<file path="src/hw/rtl/structural_pseudo_class_matcher_macros.svh">
// Assertion macros shared by the matcher's RTL.
// Both expect signals named clk and rst_n in the module that uses them.
`ifndef STRUCTURAL_PSEUDO_CLASS_MATCHER_MACROS_SVH
`define STRUCTURAL_PSEUDO_CLASS_MATCHER_MACROS_SVH

// Consequent must hold in the same cycle as the antecedent.
`define SPCM_ASSERT_NOW(label, ante, cons) \
    label: assert property (@(posedge clk) disable iff (!rst_n) (ante) |-> (cons)) \
        else $error("spcm same-cycle check failed");

// Consequent must hold in the cycle after the antecedent.
`define SPCM_ASSERT_NEXT(label, ante, cons) \
    label: assert property (@(posedge clk) disable iff (!rst_n) (ante) |=> (cons)) \
        else $error("spcm next-cycle check failed");

`endif

</file>
<file path="src/hw/rtl/spcm_pkg.sv">
`default_nettype none

package spcm_pkg;

    localparam int KIND_W           = 2;
    localparam int TAG_W            = 16;
    localparam int MODE_W           = 4;
    localparam int COEF_W           = 12;
    localparam int CFG_IDX_W        = 2;
    localparam int CFG_DATA_W       = 12;
    localparam int CNT_CAP          = 2047;
    localparam int MAX_SIBLINGS_DEF = 1024;
    // positions reach CNT_CAP + 1, differences pos - b span -2046 .. 4096
    localparam int POS_W            = 12;
    localparam int DIFF_W           = 14;
    localparam int MAG_W            = 13;

    localparam logic [KIND_W-1:0] KIND_ENTRY     = 2'd0;
    localparam logic [KIND_W-1:0] KIND_NO_PARENT = 2'd1;
    localparam logic [KIND_W-1:0] KIND_EMPTY     = 2'd2;

    localparam logic [MODE_W-1:0] MODE_EMPTY            = 4'd0;
    localparam logic [MODE_W-1:0] MODE_FIRST            = 4'd1;
    localparam logic [MODE_W-1:0] MODE_FIRST_OF_TYPE    = 4'd2;
    localparam logic [MODE_W-1:0] MODE_LAST             = 4'd3;
    localparam logic [MODE_W-1:0] MODE_LAST_OF_TYPE     = 4'd4;
    localparam logic [MODE_W-1:0] MODE_NTH              = 4'd5;
    localparam logic [MODE_W-1:0] MODE_NTH_LAST         = 4'd6;
    localparam logic [MODE_W-1:0] MODE_NTH_LAST_OF_TYPE = 4'd7;
    localparam logic [MODE_W-1:0] MODE_NTH_OF_TYPE      = 4'd8;
    localparam logic [MODE_W-1:0] MODE_ONLY             = 4'd9;
    localparam logic [MODE_W-1:0] MODE_ONLY_OF_TYPE     = 4'd10;

    localparam logic [CFG_IDX_W-1:0] CFG_MODE     = 2'd0;
    localparam logic [CFG_IDX_W-1:0] CFG_COEF_A   = 2'd1;
    localparam logic [CFG_IDX_W-1:0] CFG_OFFSET_B = 2'd2;

    typedef struct packed {
        logic take;
        logic div_start;
        logic push;
    } spcm_cmd_t;

    typedef struct packed {
        logic ends_list;
        logic needs_div;
        logic div_done;
        logic out_full;
    } spcm_status_t;

endpackage

`default_nettype wire

</file>
<file path="src/hw/rtl/spcm_in_if.sv">
`default_nettype none

interface spcm_in_if
    import spcm_pkg::*;
();
    logic              valid;
    logic              ready;
    logic [KIND_W-1:0] kind;
    logic [TAG_W-1:0]  tag_id;
    logic [TAG_W-1:0]  target_tag;
    logic              visible;
    logic              is_target;
    logic              last_item;

    modport source (output valid, kind, tag_id, target_tag, visible, is_target, last_item,
                    input ready);
    modport sink   (input valid, kind, tag_id, target_tag, visible, is_target, last_item,
                    output ready);
endinterface

`default_nettype wire

</file>
<file path="src/hw/rtl/spcm_out_if.sv">
`default_nettype none

interface spcm_out_if;
    logic valid;
    logic ready;
    logic matched;

    modport source (output valid, matched, input ready);
    modport sink   (input valid, matched, output ready);
endinterface

`default_nettype wire

</file>
<file path="src/hw/rtl/spcm_cfg_if.sv">
`default_nettype none

interface spcm_cfg_if
    import spcm_pkg::*;
();
    logic                  valid;
    logic                  ready;
    logic [CFG_IDX_W-1:0]  index;
    logic [CFG_DATA_W-1:0] data;

    modport source (output valid, index, data, input ready);
    modport sink   (input valid, index, data, output ready);
endinterface

`default_nettype wire

</file>
<file path="src/hw/rtl/spcm_divider.sv">
`default_nettype none
`include "structural_pseudo_class_matcher_macros.svh"

// Restoring divider, one quotient bit per cycle; only the remainder is kept.
module spcm_divider
    import spcm_pkg::*;
(
    input  wire logic              clk,
    input  wire logic              rst_n,
    input  wire logic              start,
    input  wire logic [MAG_W-1:0]  dividend,
    input  wire logic [COEF_W-1:0] divisor,
    output logic                   done,
    output logic                   rem_zero
);

    localparam int STEP_W = $clog2(MAG_W);

    logic [MAG_W-1:0]  quo_reg;
    logic [MAG_W-1:0]  rem_reg;
    logic [COEF_W-1:0] den_reg;
    logic [STEP_W-1:0] step_reg;
    logic              busy_reg;
    logic              done_reg;
    logic [MAG_W-1:0]  rem_sh;

    // shift in the next dividend bit; remainder stays below the divisor
    assign rem_sh = {rem_reg[MAG_W-2:0], quo_reg[MAG_W-1]};

    always_ff @(posedge clk or negedge rst_n)
    begin
        if (!rst_n)
        begin
            busy_reg <= 1'b0;
            done_reg <= 1'b0;
            step_reg <= '0;
        end
        else if (start)
        begin
            busy_reg <= 1'b1;
            done_reg <= 1'b0;
            step_reg <= '0;
        end
        else if (busy_reg)
        begin
            step_reg <= step_reg + STEP_W'(1);
            if (step_reg == STEP_W'(MAG_W - 1))
            begin
                busy_reg <= 1'b0;
                done_reg <= 1'b1;
            end
        end
    end

    always_ff @(posedge clk)
    begin
        if (start)
        begin
            quo_reg <= dividend;
            rem_reg <= '0;
            den_reg <= divisor;
        end
        else if (busy_reg)
        begin
            quo_reg <= {quo_reg[MAG_W-2:0], 1'b0};
            if (rem_sh >= MAG_W'(den_reg))
                rem_reg <= rem_sh - MAG_W'(den_reg);
            else
                rem_reg <= rem_sh;
        end
    end

    assign done     = done_reg;
    assign rem_zero = (rem_reg == '0);

    `SPCM_ASSERT_NEXT(a_start_clears_done, start, busy_reg && !done_reg)
    `SPCM_ASSERT_NOW(a_busy_not_done, busy_reg, !done_reg)
    `SPCM_ASSERT_NOW(a_rem_below_den, done_reg && (den_reg != '0), rem_reg < MAG_W'(den_reg))

endmodule

`default_nettype wire

</file>
<file path="src/hw/rtl/spcm_datapath.sv">
`default_nettype none

module spcm_datapath
    import spcm_pkg::*;
#(
    parameter int MAX_SIBLINGS = MAX_SIBLINGS_DEF
)
(
    input  wire logic                  clk,
    input  wire logic                  rst_n,
    input  wire logic [KIND_W-1:0]     kind,
    input  wire logic [TAG_W-1:0]      tag_id,
    input  wire logic [TAG_W-1:0]      target_tag,
    input  wire logic                  visible,
    input  wire logic                  is_target,
    input  wire logic                  last_item,
    input  wire logic                  cfg_valid,
    input  wire logic [CFG_IDX_W-1:0]  cfg_index,
    input  wire logic [CFG_DATA_W-1:0] cfg_data,
    input  wire logic                  out_ready,
    output logic                       out_valid,
    output logic                       out_matched,
    input  wire spcm_cmd_t             cmd,
    output spcm_status_t               st
);

    localparam int CNT_LIM = (MAX_SIBLINGS < CNT_CAP) ? MAX_SIBLINGS : CNT_CAP;
    localparam int CNT_W   = $clog2(CNT_LIM + 1);

    logic [MODE_W-1:0]        mode_reg;
    logic signed [COEF_W-1:0] coef_a_reg;
    logic signed [COEF_W-1:0] offset_b_reg;

    logic             target_seen_reg, target_seen_next;
    logic             first_was_target_reg, first_was_target_next;
    logic             any_visible_reg, any_visible_next;
    logic [CNT_W-1:0] visible_before_reg, visible_before_next;
    logic [CNT_W-1:0] visible_after_reg, visible_after_next;
    logic [CNT_W-1:0] same_tag_before_reg, same_tag_before_next;
    logic [CNT_W-1:0] same_tag_after_reg, same_tag_after_next;
    logic [CNT_W-1:0] item_count_reg, item_count_next;

    // list state after this item, and the view that evaluation sees
    logic             this_is_target;
    logic             upd_ts, upd_fwt, upd_any;
    logic [CNT_W-1:0] upd_vb, upd_va, upd_sb, upd_sa, upd_ic;
    logic             ev_ts, ev_fwt, ev_any, ev_last_tgt;
    logic [CNT_W-1:0] ev_vb, ev_va, ev_sb, ev_sa;
    logic [CNT_W-1:0] pos_sel;
    logic             simple_next;
    logic [POS_W-1:0] pos_next;

    logic             simple_reg;
    logic             use_div_reg;
    logic [POS_W-1:0] pos_reg;
    logic             out_valid_reg;
    logic             out_matched_reg;

    logic signed [DIFF_W-1:0] diff;
    logic [MAG_W-1:0]         diff_mag;
    logic [COEF_W-1:0]        coef_mag;
    logic                     div_done;
    logic                     rem_zero;
    logic                     nth_ok;

    function automatic logic [CNT_W-1:0] sat_inc(input logic [CNT_W-1:0] c);
        return (c < CNT_W'(CNT_LIM)) ? c + CNT_W'(1) : c;
    endfunction

    always_comb
    begin
        this_is_target = is_target && !target_seen_reg;
        upd_ts  = target_seen_reg || this_is_target;
        upd_fwt = (item_count_reg == '0) ? this_is_target : first_was_target_reg;
        upd_any = any_visible_reg || visible;
        upd_vb  = visible_before_reg;
        upd_va  = visible_after_reg;
        upd_sb  = same_tag_before_reg;
        upd_sa  = same_tag_after_reg;
        upd_ic  = sat_inc(item_count_reg);
        if (!this_is_target && visible)
        begin
            if (target_seen_reg)
            begin
                upd_va = sat_inc(visible_after_reg);
                if (tag_id == target_tag)
                    upd_sa = sat_inc(same_tag_after_reg);
            end
            else
            begin
                upd_vb = sat_inc(visible_before_reg);
                if (tag_id == target_tag)
                    upd_sb = sat_inc(same_tag_before_reg);
            end
        end
    end

    // an empty list is evaluated on cleared state
    always_comb
    begin
        if (kind == KIND_EMPTY)
        begin
            ev_ts       = 1'b0;
            ev_fwt      = 1'b0;
            ev_any      = 1'b0;
            ev_last_tgt = 1'b0;
            ev_vb       = '0;
            ev_va       = '0;
            ev_sb       = '0;
            ev_sa       = '0;
        end
        else
        begin
            ev_ts       = upd_ts;
            ev_fwt      = upd_fwt;
            ev_any      = upd_any;
            ev_last_tgt = this_is_target;
            ev_vb       = upd_vb;
            ev_va       = upd_va;
            ev_sb       = upd_sb;
            ev_sa       = upd_sa;
        end
    end

    always_comb
    begin
        simple_next = 1'b0;
        pos_sel     = ev_vb;
        case (mode_reg)
            MODE_EMPTY:            simple_next = !ev_any;
            MODE_FIRST:            simple_next = ev_fwt;
            MODE_FIRST_OF_TYPE:    simple_next = ev_ts && (ev_sb == '0);
            MODE_LAST:             simple_next = ev_last_tgt;
            MODE_LAST_OF_TYPE:     simple_next = ev_ts && (ev_sa == '0);
            MODE_NTH:              pos_sel = ev_vb;
            MODE_NTH_LAST:         pos_sel = ev_ts ? ev_va : ev_vb;
            MODE_NTH_LAST_OF_TYPE: pos_sel = ev_ts ? ev_sa : ev_sb;
            MODE_NTH_OF_TYPE:      pos_sel = ev_sb;
            MODE_ONLY:             simple_next = (ev_vb == '0) && (ev_va == '0);
            MODE_ONLY_OF_TYPE:     simple_next = (ev_sb == '0) && (ev_sa == '0);
            default:               simple_next = 1'b0;
        endcase
        if (kind == KIND_NO_PARENT)
            simple_next = 1'b0;
        pos_next = POS_W'(pos_sel) + POS_W'(1);
    end

    always_comb
    begin
        st.ends_list = (kind == KIND_NO_PARENT) || (kind == KIND_EMPTY)
                       || ((kind == KIND_ENTRY) && last_item);
        st.needs_div = st.ends_list && (kind != KIND_NO_PARENT)
                       && (mode_reg inside {[MODE_NTH:MODE_NTH_OF_TYPE]});
        st.div_done  = div_done;
        st.out_full  = out_valid_reg && !out_ready;
    end

    always_comb
    begin
        target_seen_next      = target_seen_reg;
        first_was_target_next = first_was_target_reg;
        any_visible_next      = any_visible_reg;
        visible_before_next   = visible_before_reg;
        visible_after_next    = visible_after_reg;
        same_tag_before_next  = same_tag_before_reg;
        same_tag_after_next   = same_tag_after_reg;
        item_count_next       = item_count_reg;
        if (cmd.take)
        begin
            if (st.ends_list)
            begin
                target_seen_next      = 1'b0;
                first_was_target_next = 1'b0;
                any_visible_next      = 1'b0;
                visible_before_next   = '0;
                visible_after_next    = '0;
                same_tag_before_next  = '0;
                same_tag_after_next   = '0;
                item_count_next       = '0;
            end
            else if (kind == KIND_ENTRY)
            begin
                target_seen_next      = upd_ts;
                first_was_target_next = upd_fwt;
                any_visible_next      = upd_any;
                visible_before_next   = upd_vb;
                visible_after_next    = upd_va;
                same_tag_before_next  = upd_sb;
                same_tag_after_next   = upd_sa;
                item_count_next       = upd_ic;
            end
        end
    end

    always_ff @(posedge clk or negedge rst_n)
    begin
        if (!rst_n)
        begin
            target_seen_reg      <= 1'b0;
            first_was_target_reg <= 1'b0;
            any_visible_reg      <= 1'b0;
            visible_before_reg   <= '0;
            visible_after_reg    <= '0;
            same_tag_before_reg  <= '0;
            same_tag_after_reg   <= '0;
            item_count_reg       <= '0;
        end
        else
        begin
            target_seen_reg      <= target_seen_next;
            first_was_target_reg <= first_was_target_next;
            any_visible_reg      <= any_visible_next;
            visible_before_reg   <= visible_before_next;
            visible_after_reg    <= visible_after_next;
            same_tag_before_reg  <= same_tag_before_next;
            same_tag_after_reg   <= same_tag_after_next;
            item_count_reg       <= item_count_next;
        end
    end

    always_ff @(posedge clk or negedge rst_n)
    begin
        if (!rst_n)
        begin
            mode_reg     <= MODE_EMPTY;
            coef_a_reg   <= '0;
            offset_b_reg <= COEF_W'(1);
        end
        else if (cfg_valid)
        begin
            case (cfg_index)
                CFG_MODE:     mode_reg     <= cfg_data[MODE_W-1:0];
                CFG_COEF_A:   coef_a_reg   <= cfg_data[COEF_W-1:0];
                CFG_OFFSET_B: offset_b_reg <= cfg_data[COEF_W-1:0];
                default:      ;
            endcase
        end
    end

    // evaluation snapshot, taken on the item that closes a list
    always_ff @(posedge clk)
    begin
        if (cmd.take && st.ends_list)
        begin
            simple_reg  <= simple_next;
            use_div_reg <= st.needs_div;
            pos_reg     <= pos_next;
        end
    end

    assign diff     = $signed({2'b00, pos_reg}) - DIFF_W'(offset_b_reg);
    assign diff_mag = diff[DIFF_W-1] ? MAG_W'(-diff) : MAG_W'(diff);
    assign coef_mag = coef_a_reg[COEF_W-1] ? COEF_W'(-coef_a_reg) : COEF_W'(coef_a_reg);

    spcm_divider u_div
    (
        .clk      (clk),
        .rst_n    (rst_n),
        .start    (cmd.div_start),
        .dividend (diff_mag),
        .divisor  (coef_mag),
        .done     (div_done),
        .rem_zero (rem_zero)
    );

    // a*n + b hits pos: exact quotient that is not negative
    always_comb
    begin
        if (coef_a_reg == '0)
            nth_ok = (diff == '0);
        else
            nth_ok = rem_zero
                     && ((diff == '0) || (diff[DIFF_W-1] == coef_a_reg[COEF_W-1]));
    end

    always_ff @(posedge clk or negedge rst_n)
    begin
        if (!rst_n)
            out_valid_reg <= 1'b0;
        else if (cmd.push)
            out_valid_reg <= 1'b1;
        else if (out_ready)
            out_valid_reg <= 1'b0;
    end

    always_ff @(posedge clk)
    begin
        if (cmd.push)
            out_matched_reg <= use_div_reg ? nth_ok : simple_reg;
    end

    assign out_valid   = out_valid_reg;
    assign out_matched = out_matched_reg;

endmodule

`default_nettype wire

</file>
<file path="src/hw/rtl/spcm_ctrl.sv">
`default_nettype none
`include "structural_pseudo_class_matcher_macros.svh"

module spcm_ctrl
    import spcm_pkg::*;
(
    input  wire logic         clk,
    input  wire logic         rst_n,
    input  wire logic         sib_valid,
    output logic              sib_ready,
    input  wire spcm_status_t st,
    output spcm_cmd_t         cmd
);

    localparam logic [1:0] S_RUN   = 2'd0;
    localparam logic [1:0] S_START = 2'd1;
    localparam logic [1:0] S_DIV   = 2'd2;
    localparam logic [1:0] S_PUSH  = 2'd3;

    logic [1:0] state_reg, state_next;

    always_comb
    begin
        sib_ready  = (state_reg == S_RUN);
        cmd        = '0;
        state_next = state_reg;
        case (state_reg)
            S_RUN:
            begin
                cmd.take = sib_valid;
                if (sib_valid && st.ends_list)
                    state_next = st.needs_div ? S_START : S_PUSH;
            end
            S_START:
            begin
                cmd.div_start = 1'b1;
                state_next    = S_DIV;
            end
            S_DIV:
            begin
                if (st.div_done)
                    state_next = S_PUSH;
            end
            S_PUSH:
            begin
                if (!st.out_full)
                begin
                    cmd.push   = 1'b1;
                    state_next = S_RUN;
                end
            end
            default: state_next = S_RUN;
        endcase
    end

    always_ff @(posedge clk or negedge rst_n)
    begin
        if (!rst_n)
            state_reg <= S_RUN;
        else
            state_reg <= state_next;
    end

    `SPCM_ASSERT_NEXT(a_list_end_stalls, cmd.take && st.ends_list, state_reg != S_RUN)
    `SPCM_ASSERT_NEXT(a_div_done_pushes, (state_reg == S_DIV) && st.div_done, state_reg == S_PUSH)
    `SPCM_ASSERT_NOW(a_push_has_room, cmd.push, !st.out_full && (state_reg == S_PUSH))

endmodule

`default_nettype wire

</file>
<file path="src/hw/rtl/structural_pseudo_class_matcher.sv">
// Channel | Dir | Interface     | Payload
// --------+-----+---------------+--------------------------------------------------
// sib     | in  | spcm_in_if    | kind, tag_id, target_tag, visible, is_target,
//         |     |               | last_item (one sibling per transaction)
// res     | out | spcm_out_if   | matched (one transaction per closed list)
// cfg     | in  | spcm_cfg_if   | index (0 mode, 1 coef_a, 2 offset_b), data
//
// Counters update as each sibling transaction is accepted. The transaction that
// closes a list holds sib.ready low until its result is pushed in the plain modes,
// and in the nth modes, no-parent aside, until the 13-step restoring divider has run.
// A result still waiting on res stretches that hold until res drains; siblings up
// to the next closing transaction stream on meanwhile. rst_n clears list state and
// control asynchronously; mode 0, coef_a 0, offset_b 1. cfg is always ready; write idle.
`default_nettype none

module structural_pseudo_class_matcher
    import spcm_pkg::*;
#(
    parameter int MAX_SIBLINGS = MAX_SIBLINGS_DEF
)
(
    input  wire logic  clk,
    input  wire logic  rst_n,
    spcm_in_if.sink    sib,
    spcm_out_if.source res,
    spcm_cfg_if.sink   cfg
);

    spcm_cmd_t    cmd;
    spcm_status_t st;

    // register writes are never back-pressured
    assign cfg.ready = 1'b1;

    // sequencer: accept siblings, launch the divider, hand the result over
    spcm_ctrl u_ctrl
    (
        .clk       (clk),
        .rst_n     (rst_n),
        .sib_valid (sib.valid),
        .sib_ready (sib.ready),
        .st        (st),
        .cmd       (cmd)
    );

    // counters, snapshot, an+b test and the output register
    spcm_datapath #(
        .MAX_SIBLINGS (MAX_SIBLINGS)
    ) u_dp
    (
        .clk         (clk),
        .rst_n       (rst_n),
        .kind        (sib.kind),
        .tag_id      (sib.tag_id),
        .target_tag  (sib.target_tag),
        .visible     (sib.visible),
        .is_target   (sib.is_target),
        .last_item   (sib.last_item),
        .cfg_valid   (cfg.valid),
        .cfg_index   (cfg.index),
        .cfg_data    (cfg.data),
        .out_ready   (res.ready),
        .out_valid   (res.valid),
        .out_matched (res.matched),
        .cmd         (cmd),
        .st          (st)
    );

endmodule

`default_nettype wire

</file>
<file path="src/flat_wrapper.sv">
// flat-port wrapper written by rule: the top's interface ports become plain ports
module structural_pseudo_class_matcher_flat import spcm_pkg::*;
#(
    parameter int MAX_SIBLINGS = MAX_SIBLINGS_DEF
)
  (clk, rst_n, sib_valid, sib_kind, sib_tag_id, sib_target_tag, sib_visible, sib_is_target, sib_last_item, sib_ready, res_valid, res_matched, res_ready, cfg_valid, cfg_index, cfg_data, cfg_ready);
  spcm_in_if sib_i ();
  spcm_out_if res_i ();
  spcm_cfg_if cfg_i ();
  input  wire logic clk;
  input  wire logic rst_n;
  input wire logic [$bits(sib_i.valid)-1:0] sib_valid;
  input wire logic [$bits(sib_i.kind)-1:0] sib_kind;
  input wire logic [$bits(sib_i.tag_id)-1:0] sib_tag_id;
  input wire logic [$bits(sib_i.target_tag)-1:0] sib_target_tag;
  input wire logic [$bits(sib_i.visible)-1:0] sib_visible;
  input wire logic [$bits(sib_i.is_target)-1:0] sib_is_target;
  input wire logic [$bits(sib_i.last_item)-1:0] sib_last_item;
  output wire logic [$bits(sib_i.ready)-1:0] sib_ready;
  output wire logic [$bits(res_i.valid)-1:0] res_valid;
  output wire logic [$bits(res_i.matched)-1:0] res_matched;
  input wire logic [$bits(res_i.ready)-1:0] res_ready;
  input wire logic [$bits(cfg_i.valid)-1:0] cfg_valid;
  input wire logic [$bits(cfg_i.index)-1:0] cfg_index;
  input wire logic [$bits(cfg_i.data)-1:0] cfg_data;
  output wire logic [$bits(cfg_i.ready)-1:0] cfg_ready;
  assign sib_i.valid = sib_valid;
  assign sib_i.kind = sib_kind;
  assign sib_i.tag_id = sib_tag_id;
  assign sib_i.target_tag = sib_target_tag;
  assign sib_i.visible = sib_visible;
  assign sib_i.is_target = sib_is_target;
  assign sib_i.last_item = sib_last_item;
  assign sib_ready = sib_i.ready;
  assign res_valid = res_i.valid;
  assign res_matched = res_i.matched;
  assign res_i.ready = res_ready;
  assign cfg_i.valid = cfg_valid;
  assign cfg_i.index = cfg_index;
  assign cfg_i.data = cfg_data;
  assign cfg_ready = cfg_i.ready;
  structural_pseudo_class_matcher #(.MAX_SIBLINGS(MAX_SIBLINGS)) u_core (.clk(clk), .rst_n(rst_n), .sib(sib_i), .res(res_i), .cfg(cfg_i));
endmodule
</file>
<file path="config.mk">
export PLATFORM = sky130hd
export DESIGN_NAME = structural_pseudo_class_matcher_flat
export DESIGN_NICKNAME = d
export VERILOG_FILES = /design/src/hw/rtl/spcm_pkg.sv /design/src/hw/rtl/spcm_in_if.sv /design/src/hw/rtl/spcm_out_if.sv /design/src/hw/rtl/spcm_cfg_if.sv /design/src/hw/rtl/spcm_divider.sv /design/src/hw/rtl/spcm_datapath.sv /design/src/hw/rtl/spcm_ctrl.sv /design/src/hw/rtl/structural_pseudo_class_matcher.sv /design/src/flat_wrapper.sv
export VERILOG_INCLUDE_DIRS = /design/src /design/src/hw/rtl
export SDC_FILE = /design/constraint.sdc
export NUM_CORES = 1
export LEC_CHECK = 0
export BUFFER_PORTS_ARGS = -buffer_cell sky130_fd_sc_hd__buf_4
export CAP_MARGIN = 20
export CORE_MARGIN = 8
export CORE_UTILIZATION = 40
export DETAILED_ROUTE_END_ITERATION = 12
export GPL_TIMING_DRIVEN = 0
export PLACE_DENSITY = 0.66
export SLEW_MARGIN = 25
export SYNTH_ARGS = -nofsm -noshare
export SYNTH_HDL_FRONTEND = slang
export SYNTH_HIERARCHICAL = 1
export SYNTH_SLANG_ARGS = --single-unit
</file>
<file path="constraint.sdc">
create_clock -name clk -period 4.65 [get_ports clk]
set_input_delay 0.6975 -clock clk [delete_from_list [all_inputs] [get_ports clk]]
set_output_delay 0.6975 -clock clk [all_outputs]
set_load 0.005 [all_outputs]
</file>
---- Word level (Yosys, flattened, before mapping) ----
Index checks and enable logic that the tools add are counted.
word-level totals
  register bits after elaboration ......... 148
  latch bits .............................. 0
  memory bits (writable) .................. 0
  bits in read-only memories .............. 0
  bits of input ports ..................... 56
  output and inout port bits .............. 4
  logic and storage cells ................. 183
  memories ................................ 0
operators by class
  $add $sub $neg .......................... 11
  multipliers ............................. 0
  divide/modulo/power cells ............... 0
  magnitude comparators ................... 8
  equal/unequal tests ..................... 23
  shift operators ......................... 0
  mux-type cells .......................... 70
  bitwise operators ....................... 0
  reductions and logical operators ........ 47
operators with widths
  operator                                              count
  2-to-1 mux 11 bit                                     32
  adder 11 x 1 -> 11 bit (second input constant)        5
  logical NOT 11 bit                                    5
  less-than comparator 11 bit (second input constant)   5
  2-to-1 mux 13 bit                                     4
  case mux 11 bit (3 select lines)                      1
  2-to-1 mux 1 bit                                      25
  equality test 16 bit                                  1
  equality test 4 bit (second input constant)           4
  logical AND 1 bit                                     14
  logical NOT 14 bit                                    1
  subtractor 13 x 12 -> 14 bit                          1
  greater-or-equal comparator 13 x 12 -> 1 bit          1
  logical NOT 13 bit                                    1
  negation 13 bit                                       1
  subtractor 13 x 12 -> 13 bit                          1
  adder 11 x 1 -> 12 bit (second input constant)        1
  equality test 4 x 3 -> 1 bit (second input constant)  3
  logical NOT 12 bit                                    1
  negation 12 bit                                       1
  AND reduction 2 bit                                   5
  nonzero test 2 bit                                    5
  equality test 2 bit (second input constant)           4
  equality test 4 x 2 -> 1 bit (second input constant)  2
  other kinds (17)                                      35

---- Depth between registers and ports, before layout ----
Gate-level depths: netlist (run 1).
  word-level depth ........................ 9
  depth in mapped cells ................... 14

---- Hierarchy ----
Netlist (run 1), hierarchy kept.
modules (own cells, without submodules)
  module                           instances  cells an instance  area each (sq um)  sequential area each (sq um)
  spcm_datapath                    1          894                7676.1             2628.8
  spcm_divider                     1          224                2468.6             1161.1
  spcm_ctrl                        1          20                 180.2              50.0
  structural_pseudo_class_matcher  1          2                  11.3               0.0

---- Least setup slack after synthesis (run 1) ----
No wires, ideal clock.
  path kind ............................... register -> register
  from .................................... register u_core.u_dp.offset_b_reg[0]
  to ...................................... register u_core.u_dp.u_div.quo_reg[12] (data pin)
  library setup time ...................... 0.260 ns
  arrival time ............................ 3.071 ns
  data required time ...................... 4.390 ns
  slack ................................... 1.319 ns
  stages on the path, launching flop included .. 14
  buffers on the path ..................... 0
  clock period less this slack ............ 3.331 ns
  path through ............................ dfstp_2 -> ha_1 -> inv_1 -> fa_1 -> a21o_1 -> a21oi_1 -> o21bai_1 -> a21oi_1 -> xnor2_1 -> a2111o_1 -> nor4b_1 -> a21bo_2 -> xor2_1 -> mux2_2
between the ends
  cells in the longest elaborated chain, start to end .. 4
RTL lines
  what                                RTL line              source
  from (decl)                         spcm_datapath.sv:32   logic signed [COEF_W-1:0] offset_b_reg;
  from (signal assigned)              spcm_datapath.sv:234  CFG_OFFSET_B: offset_b_reg <= cfg_data[COEF_W-1:0];
  subtractor 13 x 12 -> 14 bit (*)    spcm_datapath.sv:251  assign diff = $signed({2'b00, pos_reg}) - DIFF_W'(offset_b_reg);
  negation 13 bit                     spcm_datapath.sv:252  assign diff_mag = diff[DIFF_W-1] ? MAG_W'(-diff) : MAG_W'(diff);
  2-to-1 mux 13 bit (*)               spcm_datapath.sv:252
  named net u_core.u_dp.diff_mag[12]  spcm_datapath.sv:60   logic [MAG_W-1:0] diff_mag;
  2-to-1 mux 13 bit (*)               spcm_divider.sv:57    if (start)
  to (signal assigned)                spcm_divider.sv:59    quo_reg <= dividend;
  to (signal assigned)                spcm_divider.sv:65    quo_reg <= {quo_reg[MAG_W-2:0], 1'b0};
  to (decl)                           spcm_divider.sv:19    logic [MAG_W-1:0] quo_reg;
The timed path passes the listed nets; every way through them passes the cells marked *.
A chain may end at the register's enable or synchronous reset.

---- Worst setup path after layout (run 1) ----
  from .................................... register u_core.u_dp.offset_b_reg[0]
  to ...................................... register u_core.u_dp.out_matched_reg (netlist: u_core/u_dp/out_matched) (data pin)
between the ends
  cells in the longest elaborated chain, start to end .. 6
RTL lines
  what                                                              RTL line                                    source
  subtractor 13 x 12 -> 14 bit (*)                                  spcm_datapath.sv:251
  logical NOT 14 bit / equality test 1 bit (equally long branches)  spcm_datapath.sv:270, spcm_datapath.sv:273
  logical OR 1 bit                                                  spcm_datapath.sv:273                        && ((diff == '0) || (diff[DIFF_W-1] == coef_a_reg[COEF_W-1]));
  logical AND 1 bit                                                 spcm_datapath.sv:273
  2-to-1 mux 1 bit (*)                                              spcm_datapath.sv:269                        if (coef_a_reg == '0)
  2-to-1 mux 1 bit (*)                                              spcm_datapath.sv:289                        out_matched_reg <= use_div_reg ? nth_ok : simple_reg;
  to (signal assigned)                                              spcm_datapath.sv:289
  to (decl)                                                         spcm_datapath.sv:57                         logic out_matched_reg;
Every way passes the cells marked *; elsewhere a longest branch is shown, timed or not.

==> impl_metrics.env, run 1 <==
export IMPL_run_status="completed"
export IMPL_maxCapViolCount=0
export IMPL_clock_fmax_mhz=256
export IMPL_drc_errors=0
export IMPL_syn_instance_count=1140
export IMPL_p_seq_share_pct=33.2
export IMPL_final_cell_count_no_fill=1566
export IMPL_slew_headroom_pct=49.0
export IMPL_critical_path_max_fanout=3
export IMPL_yosys_most_used_dff="sky130_fd_sc_hd__dfrtp_1"
export IMPL_detailedRoute_firstPassIterationCount=5
export IMPL_final_period_utilization_pct=84.0
export IMPL_setup_violations=0
export IMPL_post_synth_cell_area_avg_um2=9.07
export IMPL_pin_count=60
export IMPL_floorplan_core_area_um2=25700
export IMPL_cts_repair_timing_setup_buffer_count=0
export IMPL_yosys_area_share_simple_pct=20.0
export IMPL_die_h_um=177
export IMPL_cts_reportedPaths_clkPinSlew_ps=60
export IMPL_synth_fp_nets=1242
export IMPL_global_route_wire_length_before_repair_mm=45.1
export IMPL_chipWidth_um=177
export IMPL_type_of_element_capturing_the_critical_path="flip-flop"
export IMPL_clock_skew_ps=9.34
export IMPL_report_power_total_mw=5.84
export IMPL_timing_final_hold_violations=0
export IMPL_synth_top_cells_by_count="sky130_fd_sc_hd__nand2_1 (116), sky130_fd_sc_hd__dfrtp_1 (94), sky130_fd_sc_hd__o21ai_0 (88)"
export IMPL_worst_pin_slew_ps=765
export IMPL_p_switching_mw=2.21
export IMPL_clock_path_buffers=2
export IMPL_buffer_ports_inserted=58
export IMPL_cp_dominant_cell_by_count="sky130_fd_sc_hd__a21oi_1"
export IMPL_critical_path_buf_inv_count=1
export IMPL_gpl_final_weighted_congestion=0.931
export IMPL_dpl_hpwl_mm=21.1
export IMPL_ir_worst_vdd_mv=0.402
export IMPL_internal_power_mw=3.62
export IMPL_power_clock_fraction_pct=22.9
export IMPL_grt_start_max_net_pins=96
export IMPL_worst_setup_path_start_kind="flip-flop"
export IMPL_global_route_overflow_total=0
export IMPL_grt_antenna_before_repair=0
export IMPL_final_setup_tns_ps=0
export IMPL_cp_required_ps=4800
export IMPL_groute_usage_overall_pct=17.9
export IMPL_place_inst=1533
export IMPL_synth_cell_area_um2=10300
export IMPL_die_area_um2=31200
export IMPL_postRouteAntennaNets=0
export IMPL_cts_root_buf="sky130_fd_sc_hd__clkbuf_16"
export IMPL_drtIter0Drc=744
export IMPL_worstPathCellList="ha_1 -> inv_1 -> fa_1 -> a21o_1 -> a21oi_1 -> o21bai_1 -> a21oi_1 -> xnor2_1 -> a2111o_1 -> nor4b_1 -> a311oi_1 -> o32ai_1"
export IMPL_finish_net_count=1320
export IMPL_yosys_warnings=6
export IMPL_worstSetupPathType="flip-flop to flip-flop"
export IMPL_routed_wire_length_per_instance_um=17.8
export IMPL_cts_sink_count=148
export IMPL_post_route_min_period_ps=3910
export IMPL_rrSetupSlack_ps=740
export IMPL_synth_top_cells_by_area="sky130_fd_sc_hd__dfrtp_1 (23%), sky130_fd_sc_hd__edfxtp_1 (12%), sky130_fd_sc_hd__ha_1 (5.3%)"
export IMPL_path_delay_family="compound AO/OA/AOI/OAI gates"
export IMPL_hold_path_class="input pin to asynchronous set/reset pin"
export IMPL_post_synth_fa_ha_maj_area_fraction_pct=5.71
export IMPL_maxSlewViolCount=0
export IMPL_clk_insertion_delay_late_ps=420
export IMPL_timing_critical_path_arrival_ps=4060
export IMPL_cts_hold_buf=0
export IMPL_critical_path_reg2reg_startpoint="u_core/u_dp/offset_b_reg[0]$_DFFE_PN1P_"
export IMPL_ys_async_sr_fraction_pct=64.2
export IMPL_dominant_combinational_cell_family_by_area_after_synthesis="simple AND/OR/NAND/NOR gates"
export IMPL_worst_slack_ps=742
export IMPL_layout_area_overhead_vs_synth_pct=14.2
export IMPL_leakage_nw=4.82
export IMPL_timing_critical_path_slowest_stage_cell="sky130_fd_sc_hd__dfstp_2"
export IMPL_p_sw_share_pct=37.9
export IMPL_synth_ff_latch_count=148
export IMPL_final_area_um2=11800
export IMPL_post_route_cells_drive_above_1_share_pct=14.7
export IMPL_post_cts_resized=0
export IMPL_detailroute_via_count=8871
export IMPL_synth_mux_area_share_pct=6.26
export IMPL_htree_levels=4
export IMPL_vias_in_the_first_global_route=8809
export IMPL_slowest_delay_ps=550
export IMPL_power_density_nw_per_um2=494
export IMPL_combPwrFrac_pct=43.9
export IMPL_critical_path_reg2reg_endpoint="u_core/u_dp/out_matched$_DFFE_PP_"
export IMPL_n_antenna_cell=0
export IMPL_yosysTopAreaCellShare_pct=22.8
export IMPL_setup_repair_after_global_routing_missed_its_margin="false"
export IMPL_placed_cell_area_um2=11200
export IMPL_wirelength_mm=27.9
export IMPL_detail_route_vias_per_cell=5.66
export IMPL_starting_utilization_of_the_core_area_pct=40.2
export IMPL_ys_seq_area_share_pct=37.2
export IMPL_worstRegToRegCells=12
export IMPL_numCtsBuffers=17
export IMPL_count_of_different_cell_masters_after_synthesis=94
export IMPL_yosysTopAreaCell="sky130_fd_sc_hd__dfrtp_1"
export IMPL_edff_count_synth=40
export IMPL_compound_cell_area_share_of_the_yosys_netlist_pct=17.8
export IMPL_synthMostInstantiatedCell="sky130_fd_sc_hd__nand2_1"
export IMPL_synth_xor_area_share_pct=8.30
export IMPL_floorplan_rows=59
export IMPL_cts_tree="yes"
export IMPL_pre_cts_ws_ps=800
layout by cell type, fill, tap and decap left out, types with 10 or more instances in the layout:
cell type | synthesis | layout
sky130_fd_sc_hd__edfxtp_1 | 40 | 40
sky130_fd_sc_hd__nand3_1 | 35 | 35
sky130_fd_sc_hd__a21oi_1 | 54 | 53
sky130_fd_sc_hd__clkbuf_1 | 39 | 41
sky130_fd_sc_hd__a211oi_1 | 13 | 13
sky130_fd_sc_hd__xnor2_1 | 57 | 57
sky130_fd_sc_hd__nor2b_1 | 12 | 12
sky130_fd_sc_hd__mux2i_1 | 14 | 14
sky130_fd_sc_hd__inv_1 | 58 | 58
sky130_fd_sc_hd__nand4_1 | 25 | 25
sky130_fd_sc_hd__buf_4 | 4 | 61
sky130_fd_sc_hd__dfrtp_1 | 94 | 94
sky130_fd_sc_hd__clkbuf_16 | 0 | 19
sky130_fd_sc_hd__dfxtp_1 | 13 | 13
sky130_fd_sc_hd__nand2_1 | 116 | 116
sky130_fd_sc_hd__and3_1 | 12 | 12
sky130_fd_sc_hd__or3_1 | 17 | 17
sky130_fd_sc_hd__nand2b_1 | 10 | 10
sky130_fd_sc_hd__o21ai_0 | 88 | 88
sky130_fd_sc_hd__and2_1 | 12 | 12
sky130_fd_sc_hd__o31ai_1 | 24 | 24
sky130_fd_sc_hd__ha_1 | 44 | 44
sky130_fd_sc_hd__nor4_1 | 14 | 14
sky130_fd_sc_hd__xor2_1 | 41 | 41
sky130_fd_sc_hd__mux2_2 | 45 | 45
sky130_fd_sc_hd__nor2_1 | 78 | 78
sky130_fd_sc_hd__nor3_1 | 18 | 18
kinds of logic after synthesis:
group | after synthesis
mux | 59
flops | 148
compound gates | 277
fa+ha+maj | 46
buf+inv | 113
xor+xnor | 98
other cells | 1
simple gates | 398
worst reg2reg max path, delay by kind of cell (launching register included):
kind	cells	cell delay, ps
fa+ha+maj	2	570
buf+inv	1	50
flops	1	550
simple gates	1	400
xor+xnor	1	140
compound gates	7	1910
power groups by stage:
stage,logic [mW],registers [mW],clock network (mW)
2_1_floorplan,1.97,1.87,0
3_3_place_gp,2.49,1.95,0
3_5_place_dp,2.54,1.96,0
4_1_cts,2.56,1.94,1.37
5_1_grt,2.82,1.97,1.42
6_report,2.56,1.94,1.34
routing by layer:
layer	part of all wire [%]	wire length [um]	track usage [%]
met2	49	13700	30.9
met3	4.7	1310	3.37
met1	43	11900	21.5
met5	0	0	0
met4	3.4	959	7.71
cell type report:
| class | instances | area (um2) |
|---|---|---|
| Tap cell | 335 | 419 |
| Multi-Input combinational cell | 879 | 6010 |
| Sequential cell | 148 | 3840 |
| Buffer | 55 | 272 |
| Inverter | 58 | 218 |
| Clock inverter | 9 | 63.8 |
| Clock buffer | 23 | 510 |
| Timing Repair Buffer | 59 | 467 |
| Fill cell | 2497 | 13900 |
per-stage QoR:
step / hold slack [ps] / utilization, %
after global routing: 159 / 45.9
after CTS: 430 / 45.8
final: 149 / 45.9
after floorplan: 402 / -
after global placement: 463 / 43.6
after detailed placement: 484 / 43.6
how the worst max path moves through the flow:
stage | from | to | depth (start not counted)
3_5_place_dp | u_core/u_dp/offset_b_reg[0]$_DFFE_PN1P_ | u_core/u_dp/out_matched$_DFFE_PP_ | 12
3_3_place_gp | sib_target_tag[5] | u_core/u_dp/pos_reg[7]$_DFFE_PP_ | 13
2_1_floorplan | u_core/u_dp/offset_b_reg[0]$_DFFE_PN1P_ | u_core/u_dp/u_div/quo_reg[12]$_DFFE_PP_ | 13
4_1_cts | u_core/u_dp/offset_b_reg[0]$_DFFE_PN1P_ | u_core/u_dp/out_matched$_DFFE_PP_ | 12
5_1_grt | u_core/u_dp/offset_b_reg[0]$_DFFE_PN1P_ | u_core/u_dp/out_matched$_DFFE_PP_ | 12
6_report | u_core/u_dp/offset_b_reg[0]$_DFFE_PN1P_ | u_core/u_dp/out_matched$_DFFE_PP_ | 12
Note: power is estimated with default switching activity, not from simulation.
==> run 2: changes to the inputs <==
ABC_AREA = 1   (was default)
PLACE_DENSITY = 0.68   (was 0.66)
clock period = 3.3 ns   (was 4.65 ns; I/O delays follow)
==> impl_metrics.env, run 2 <==
export IMPL_layout_area_overhead_vs_synth_pct=13.6
export IMPL_synth_top_cells_by_area="sky130_fd_sc_hd__dfrtp_1 (22%), sky130_fd_sc_hd__nand2_1 (16%), sky130_fd_sc_hd__edfxtp_1 (11%)"
export IMPL_run_status="completed"
export IMPL_groute_usage_overall_pct=17.6
export IMPL_cts_reportedPaths_clkPinSlew_ps=60
export IMPL_yosysTopAreaCell="sky130_fd_sc_hd__dfrtp_1"
export IMPL_timing_critical_path_slowest_stage_cell="sky130_fd_sc_hd__dfrtp_1"
export IMPL_count_of_different_cell_masters_after_synthesis=60
export IMPL_worst_slack_ps=224
export IMPL_cts_hold_buf=0
export IMPL_worst_pin_slew_ps=884
export IMPL_buffer_ports_inserted=58
export IMPL_final_common_cell="sky130_fd_sc_hd__nand2_1"
export IMPL_cts_repair_timing_setup_buffer_count=0
export IMPL_wirelength_mm=28.8
export IMPL_numCtsBuffers=17
export IMPL_maxCapViolCount=0
export IMPL_post_route_min_period_ps=3080
export IMPL_htree_levels=4
export IMPL_gpl_final_weighted_congestion=0.964
export IMPL_power_density_nw_per_um2=393
export IMPL_grt_start_max_net_pins=96
export IMPL_type_of_element_capturing_the_critical_path="flip-flop"
export IMPL_routed_wire_length_per_instance_um=14.4
export IMPL_clk_insertion_delay_late_ps=430
export IMPL_final_cell_count_no_fill=2008
export IMPL_drc_errors=0
export IMPL_vias_in_the_first_global_route=9914
export IMPL_worstPathCellList="inv_1 -> ha_1 -> inv_1 -> nor3_1 -> a21oi_2 -> o21ai_1 -> nand2_1 -> nand2_1 -> nand2_1 -> nand2_1 -> nand2_1 -> and2_1 -> buf_2 -> inv_1 -> buf_2 -> o21ai_1 -> o21bai_1 -> o21ai_1"
export IMPL_slew_headroom_pct=41.1
export IMPL_cp_dominant_cell_by_count="sky130_fd_sc_hd__nand2_1"
export IMPL_floorplan_rows=60
export IMPL_drtIter0Drc=736
export IMPL_maxSlewViolCount=0
export IMPL_clock_path_buffers=2
export IMPL_post_synth_cell_area_avg_um2=6.92
export IMPL_mostFrequentLayoutCells="sky130_fd_sc_hd__nand2_1 (456), sky130_fd_sc_hd__inv_1 (274), sky130_fd_sc_hd__nand3_1 (121)"
export IMPL_pin_count=60
export IMPL_ir_worst_vdd_mv=0.316
export IMPL_report_power_total_mw=4.87
export IMPL_edff_count_synth=40
export IMPL_postRouteAntennaNets=0
export IMPL_finish_net_count=1756
export IMPL_syn_instance_count=1577
export IMPL_yosys_most_used_dff="sky130_fd_sc_hd__dfrtp_1"
export IMPL_leakage_nw=6.42
export IMPL_clock_fmax_mhz=325
export IMPL_cp_required_ps=3460
export IMPL_synthMostInstantiatedCell="sky130_fd_sc_hd__nand2_1"
export IMPL_final_setup_tns_ps=0
export IMPL_cts_sink_count=148
export IMPL_chipWidth_um=181
export IMPL_die_area_um2=32800
export IMPL_hold_path_class="input pin to asynchronous set/reset pin"
export IMPL_clock_skew_ps=11.1
export IMPL_yosysTopAreaCellShare_pct=21.6
export IMPL_critical_path_max_fanout=10
export IMPL_worstSetupPathType="flip-flop to flip-flop"
export IMPL_post_route_cells_drive_above_1_share_pct=11.0
export IMPL_floorplan_core_area_um2=26900
export IMPL_detailedRoute_firstPassIterationCount=8
export IMPL_grt_antenna_before_repair=0
export IMPL_pre_cts_ws_ps=-115
export IMPL_synth_ff_latch_count=148
export IMPL_worst_setup_path_start_kind="flip-flop"
export IMPL_synth_top_cells_by_count="sky130_fd_sc_hd__nand2_1 (456), sky130_fd_sc_hd__inv_1 (274), sky130_fd_sc_hd__nand3_1 (121)"
export IMPL_timing_final_hold_violations=0
export IMPL_yosys_warnings=6
export IMPL_starting_utilization_of_the_core_area_pct=40.6
export IMPL_final_period_utilization_pct=93.2
export IMPL_synth_cell_area_um2=10900
export IMPL_place_inst=1976
export IMPL_cts_tree="yes"
export IMPL_cts_root_buf="sky130_fd_sc_hd__clkbuf_16"
export IMPL_synth_fp_nets=1679
export IMPL_num_fill_cells=2697
export IMPL_n_antenna_cell=0
export IMPL_dpl_hpwl_mm=22.4
export IMPL_die_h_um=181
export IMPL_slowest_delay_ps=340
export IMPL_ys_seq_area_share_pct=35.2
export IMPL_timing_critical_path_arrival_ps=3230
export IMPL_setup_violations=0
export IMPL_detailroute_via_count=10300
export IMPL_ys_async_sr_fraction_pct=64.2
export IMPL_global_route_wire_length_before_repair_mm=47.6
export IMPL_detail_route_vias_per_cell=5.14
export IMPL_global_route_overflow_total=0
## run 2: kinds of logic after synthesis
family	Yosys count	synth area share, %
compound gates	178	9.16
xor+xnor	53	4.25
fa+ha+maj	46	5.41
buf+inv	328	11.7
flops	148	35.2
other cells	1	0.0344
simple gates	823	34.3
## run 2: worst paths after layout
kind | startpoint | end | slack [ps] | cells past startpoint
max | u_core/u_dp/offset_b_reg[4]$_DFFE_PN0P_ | u_core/u_dp/out_matched$_DFFE_PP_ | 220 | 18
max in group asynchronous | rst_n | u_core/u_dp/coef_a_reg[11]$_DFFE_PN0P_ | 2540 | 1
max reg2reg | u_core/u_dp/offset_b_reg[4]$_DFFE_PN0P_ | u_core/u_dp/out_matched$_DFFE_PP_ | 220 | 18
min | rst_n | u_core/u_dp/visible_after_reg[8]$_DFFE_PN0P_ | 170 | 1
min reg2reg | u_core/u_dp/u_div/rem_reg[12]$_SDFFE_PP0P_ | u_core/u_dp/u_div/rem_reg[12]$_SDFFE_PP0P_ | 470 | 2
min in group clk | cfg_data[6] | u_core/u_dp/coef_a_reg[6]$_DFFE_PN0P_ | 370 | 3
## run 2: timing repair
| action | 4_1_cts | 5_1_grt |
|---|---|---|
| pin swaps | 0 | 2 |
| endpoints found under the setup margin | 23 | 45 |
| endpoints found under the hold margin | 0 | 0 |
| gates resized for setup | 1 | 9 |
## run 2: metal layers
layer	share of wire (%)	GRT usage (%)	vias up
li1	-	-	5205
met1	42	20.4	4806
met2	51	32.2	256
met3	3.9	2.21	62
met4	3.0	7.45	0
met5	0	0	-
## run 2: metrics by stage
| stage | instance area [um2] | hold slack, ps | util [%] |
|---|---|---|---|
| 6_report | 12400 | 174 | 46.1 |
| 5_1_grt | 12400 | 259 | 46.1 |
| 4_1_cts | 12400 | 207 | 46.0 |
| 3_5_place_dp | 11800 | 458 | 43.8 |
| 3_3_place_gp | 11800 | 453 | 43.8 |
| 2_1_floorplan | 10900 | 199 | - |
## run 2: worst max-delay path, delay by kind of cell (launching register included)
kind                     cells  cell delay, ps
flip-flops                   1             340
buffers and inverters        5             590
AND/OR/NAND/NOR              7             750
adder cells (fa/ha/maj)      1             340
AO/OA/AOI/OAI                5             760
## run 2: where the power goes
part           switching [mW]  leakage (nW)  internal, mW  total (mW)
registers              0.0525          1.46          1.96        2.01
clock network           0.802         0.286          1.10        1.90
logic                   0.609          4.68         0.356       0.964
total                    1.46          6.42          3.41        4.87
## run 2: area by class of cell
| class | instances | area (um2) | area share [%] |
|---|---|---|---|
| tap | 341 | 427 | 3.44 |
| multi-input combinational | 1101 | 5840 | 47.1 |
| buffer | 35 | 171 | 1.38 |
| timing repair buffer | 58 | 439 | 3.54 |
| inverter | 293 | 1100 | 8.90 |
| sequential | 148 | 3840 | 31.0 |
| clock inverter | 9 | 66.3 | 0.535 |
| clock buffer | 23 | 510 | 4.12 |
==> run 3: changes to the inputs <==
RECOVER_POWER = 25   (was default)
==> impl_metrics.env, run 3 (synthesis gave the netlist of run 2 again) <==
export IMPL_run_status="complete, but fails checks"
export IMPL_violated_checks="capacitance limit, slew limit"
export IMPL_vias_in_the_first_global_route=9914
export IMPL_p_seq_share_pct=41.2
export IMPL_maxCapViolCount=1
export IMPL_final_setup_tns_ps=0
export IMPL_floorplan_core_area_um2=26900
export IMPL_gpl_final_weighted_congestion=0.964
export IMPL_grt_start_max_net_pins=96
export IMPL_buffer_ports_inserted=58
export IMPL_clock_path_buffers=2
export IMPL_rrSetupSlack_ps=220
export IMPL_maxSlewViolCount=96
export IMPL_clock_skew_ps=11.1
export IMPL_n_antenna_cell=0
export IMPL_final_area_um2=12400
export IMPL_cp_required_ps=3460
export IMPL_floorplan_rows=60
export IMPL_detail_route_vias_per_cell=5.14
export IMPL_grt_antenna_before_repair=0
export IMPL_global_route_wire_length_before_repair_mm=47.6
export IMPL_post_route_min_period_ps=3080
export IMPL_power_clock_fraction_pct=39.0
export IMPL_cts_reportedPaths_clkPinSlew_ps=60
export IMPL_die_h_um=181
export IMPL_critical_path_reg2reg_startpoint="u_core/u_dp/offset_b_reg[4]$_DFFE_PN0P_"
export IMPL_critical_path_startpoint="u_core/u_dp/offset_b_reg[4]$_DFFE_PN0P_"
export IMPL_timing_final_hold_violations=0
export IMPL_clk_insertion_delay_late_ps=430
export IMPL_die_area_um2=32800
export IMPL_detailroute_via_count=10300
export IMPL_p_switching_mw=1.46
export IMPL_final_cell_count_no_fill=2008
export IMPL_cts_root_buf="sky130_fd_sc_hd__clkbuf_16"
export IMPL_worst_setup_path_start_kind="flip-flop"
export IMPL_slew_headroom_pct=-61.2
export IMPL_cts_tree="yes"
export IMPL_starting_utilization_of_the_core_area_pct=40.6
export IMPL_pin_count=60
export IMPL_groute_usage_overall_pct=17.6
export IMPL_placed_cell_area_um2=11800
export IMPL_place_inst=1976
export IMPL_combPwrFrac_pct=19.8
export IMPL_dpl_hpwl_mm=22.4
export IMPL_clock_fmax_mhz=325
export IMPL_internal_power_mw=3.41
export IMPL_postRouteAntennaNets=0
export IMPL_layout_area_overhead_vs_synth_pct=13.5
export IMPL_hold_path_class="input pin to flip-flop"
export IMPL_chipWidth_um=181
export IMPL_detailedRoute_firstPassIterationCount=6
export IMPL_final_common_cell="sky130_fd_sc_hd__nand2_1"
export IMPL_cp_endpoint="u_core/u_dp/out_matched$_DFFE_PP_"
export IMPL_cts_sink_count=148
export IMPL_routed_wire_length_per_instance_um=14.3
export IMPL_worstRegToRegCells=18
export IMPL_global_route_overflow_total=0
export IMPL_power_density_nw_per_um2=393
export IMPL_drtIter0Drc=737
export IMPL_setup_violations=0
export IMPL_post_route_cells_drive_above_1_share_pct=11.0
export IMPL_type_of_element_capturing_the_critical_path="flip-flop"
export IMPL_report_power_total_mw=4.87
export IMPL_finish_net_count=1756
export IMPL_mostFrequentLayoutCells="sky130_fd_sc_hd__nand2_1 (456), sky130_fd_sc_hd__inv_1 (274), sky130_fd_sc_hd__nand3_1 (121)"
export IMPL_final_period_utilization_pct=93.3
export IMPL_worstSetupPathType="flip-flop to flip-flop"
export IMPL_critical_path_max_fanout=10
export IMPL_timing_critical_path_arrival_ps=3240
export IMPL_leakage_nw=6.42
export IMPL_drc_errors=0
export IMPL_worst_pin_slew_ps=2420
export IMPL_numCtsBuffers=17
export IMPL_htree_levels=4
export IMPL_critical_path_reg2reg_endpoint="u_core/u_dp/out_matched$_DFFE_PP_"
export IMPL_wirelength_mm=28.8
export IMPL_cts_hold_buf=0
export IMPL_ir_worst_vdd_mv=0.316
export IMPL_p_sw_share_pct=30.0
[run 3: stage by stage]
stage	setup slack [ps]	util, %	hold slack, ps
floorplan	505	-	199
global placement	-95.9	43.8	453
detailed placement	-115	43.8	458
CTS	82.6	46.0	207
global route	-37.0	46.1	373
finish	221	46.1	370
[run 3: routing by layer]
layer	global-route usage, %	vias to the layer above	share of wire [%]
li1	-	5201	-
met1	20.4	4791	42
met2	32.2	260	51
met3	2.21	60	3.8
met4	7.45	0	3.0
met5	0	-	0
[run 3: repair_timing]
action / CTS / global route
resized for setup: 1 / 9
buffers inserted: 0 / 0
setup endpoints to repair: 23 / 45
hold endpoints to repair: 0 / 0
pin swaps: 0 / 2
[run 3: how the worst min path moves through the flow]
stage                     depth (start not counted)                                      endpoint                                        from  slack [ps]
final                                             3         u_core/u_dp/coef_a_reg[6]$_DFFE_PN0P_                                 cfg_data[6]         370
after floorplan                                   0        u_core/u_ctrl/state_reg[0]$_DFFE_PN0P_                                       rst_n         200
after CTS                                         1  u_core/u_dp/visible_after_reg[6]$_DFFE_PN0P_                                       rst_n         210
after global routing                              3       u_core/u_dp/offset_b_reg[7]$_DFFE_PN0P_                                 cfg_data[7]         370
after global placement                            2    u_core/u_dp/u_div/rem_reg[12]$_SDFFE_PP0P_  u_core/u_dp/u_div/rem_reg[12]$_SDFFE_PP0P_         450
after detailed placement                          2    u_core/u_dp/u_div/rem_reg[12]$_SDFFE_PP0P_  u_core/u_dp/u_div/rem_reg[12]$_SDFFE_PP0P_         460
[run 3: worst max-delay path, stage by stage, from the launching register on]
cell	delay [ps]
sky130_fd_sc_hd__dfrtp_1	340
sky130_fd_sc_hd__inv_1	60
sky130_fd_sc_hd__ha_1	340
sky130_fd_sc_hd__inv_1	100
sky130_fd_sc_hd__nor3_1	290
sky130_fd_sc_hd__a21oi_2	110
sky130_fd_sc_hd__o21ai_1	200
sky130_fd_sc_hd__nand2_1	80
sky130_fd_sc_hd__nand2_1	100
sky130_fd_sc_hd__nand2_1	70
sky130_fd_sc_hd__nand2_1	50
sky130_fd_sc_hd__nand2_1	40
sky130_fd_sc_hd__and2_1	120
sky130_fd_sc_hd__buf_2	150
sky130_fd_sc_hd__inv_1	70
sky130_fd_sc_hd__buf_2	210
sky130_fd_sc_hd__o21ai_1	90
sky130_fd_sc_hd__o21bai_1	240
sky130_fd_sc_hd__o21ai_1	130
[run 3: cell type report]
| type | count | area [um2] |
|---|---|---|
| Fill cell | 2698 | 14500 |
| Multi-Input combinational cell | 1101 | 5840 |
| Sequential cell | 148 | 3840 |
| Inverter | 293 | 1100 |
| Clock buffer | 23 | 510 |
| Timing Repair Buffer | 58 | 433 |
| Tap cell | 341 | 427 |
| Buffer | 35 | 171 |
| Clock inverter | 9 | 66.3 |
[run 3: power groups by stage]
stage | Clock [mW] | Sequential [mW] | Combinational, mW
finish | 1.90 | 2.01 | 0.963
global route | 2.02 | 2.01 | 1.09
CTS | 1.94 | 2.01 | 0.955
detailed placement | 0 | 2.04 | 0.950
global placement | 0 | 2.04 | 0.928
floorplan | 0 | 2.03 | 0.693
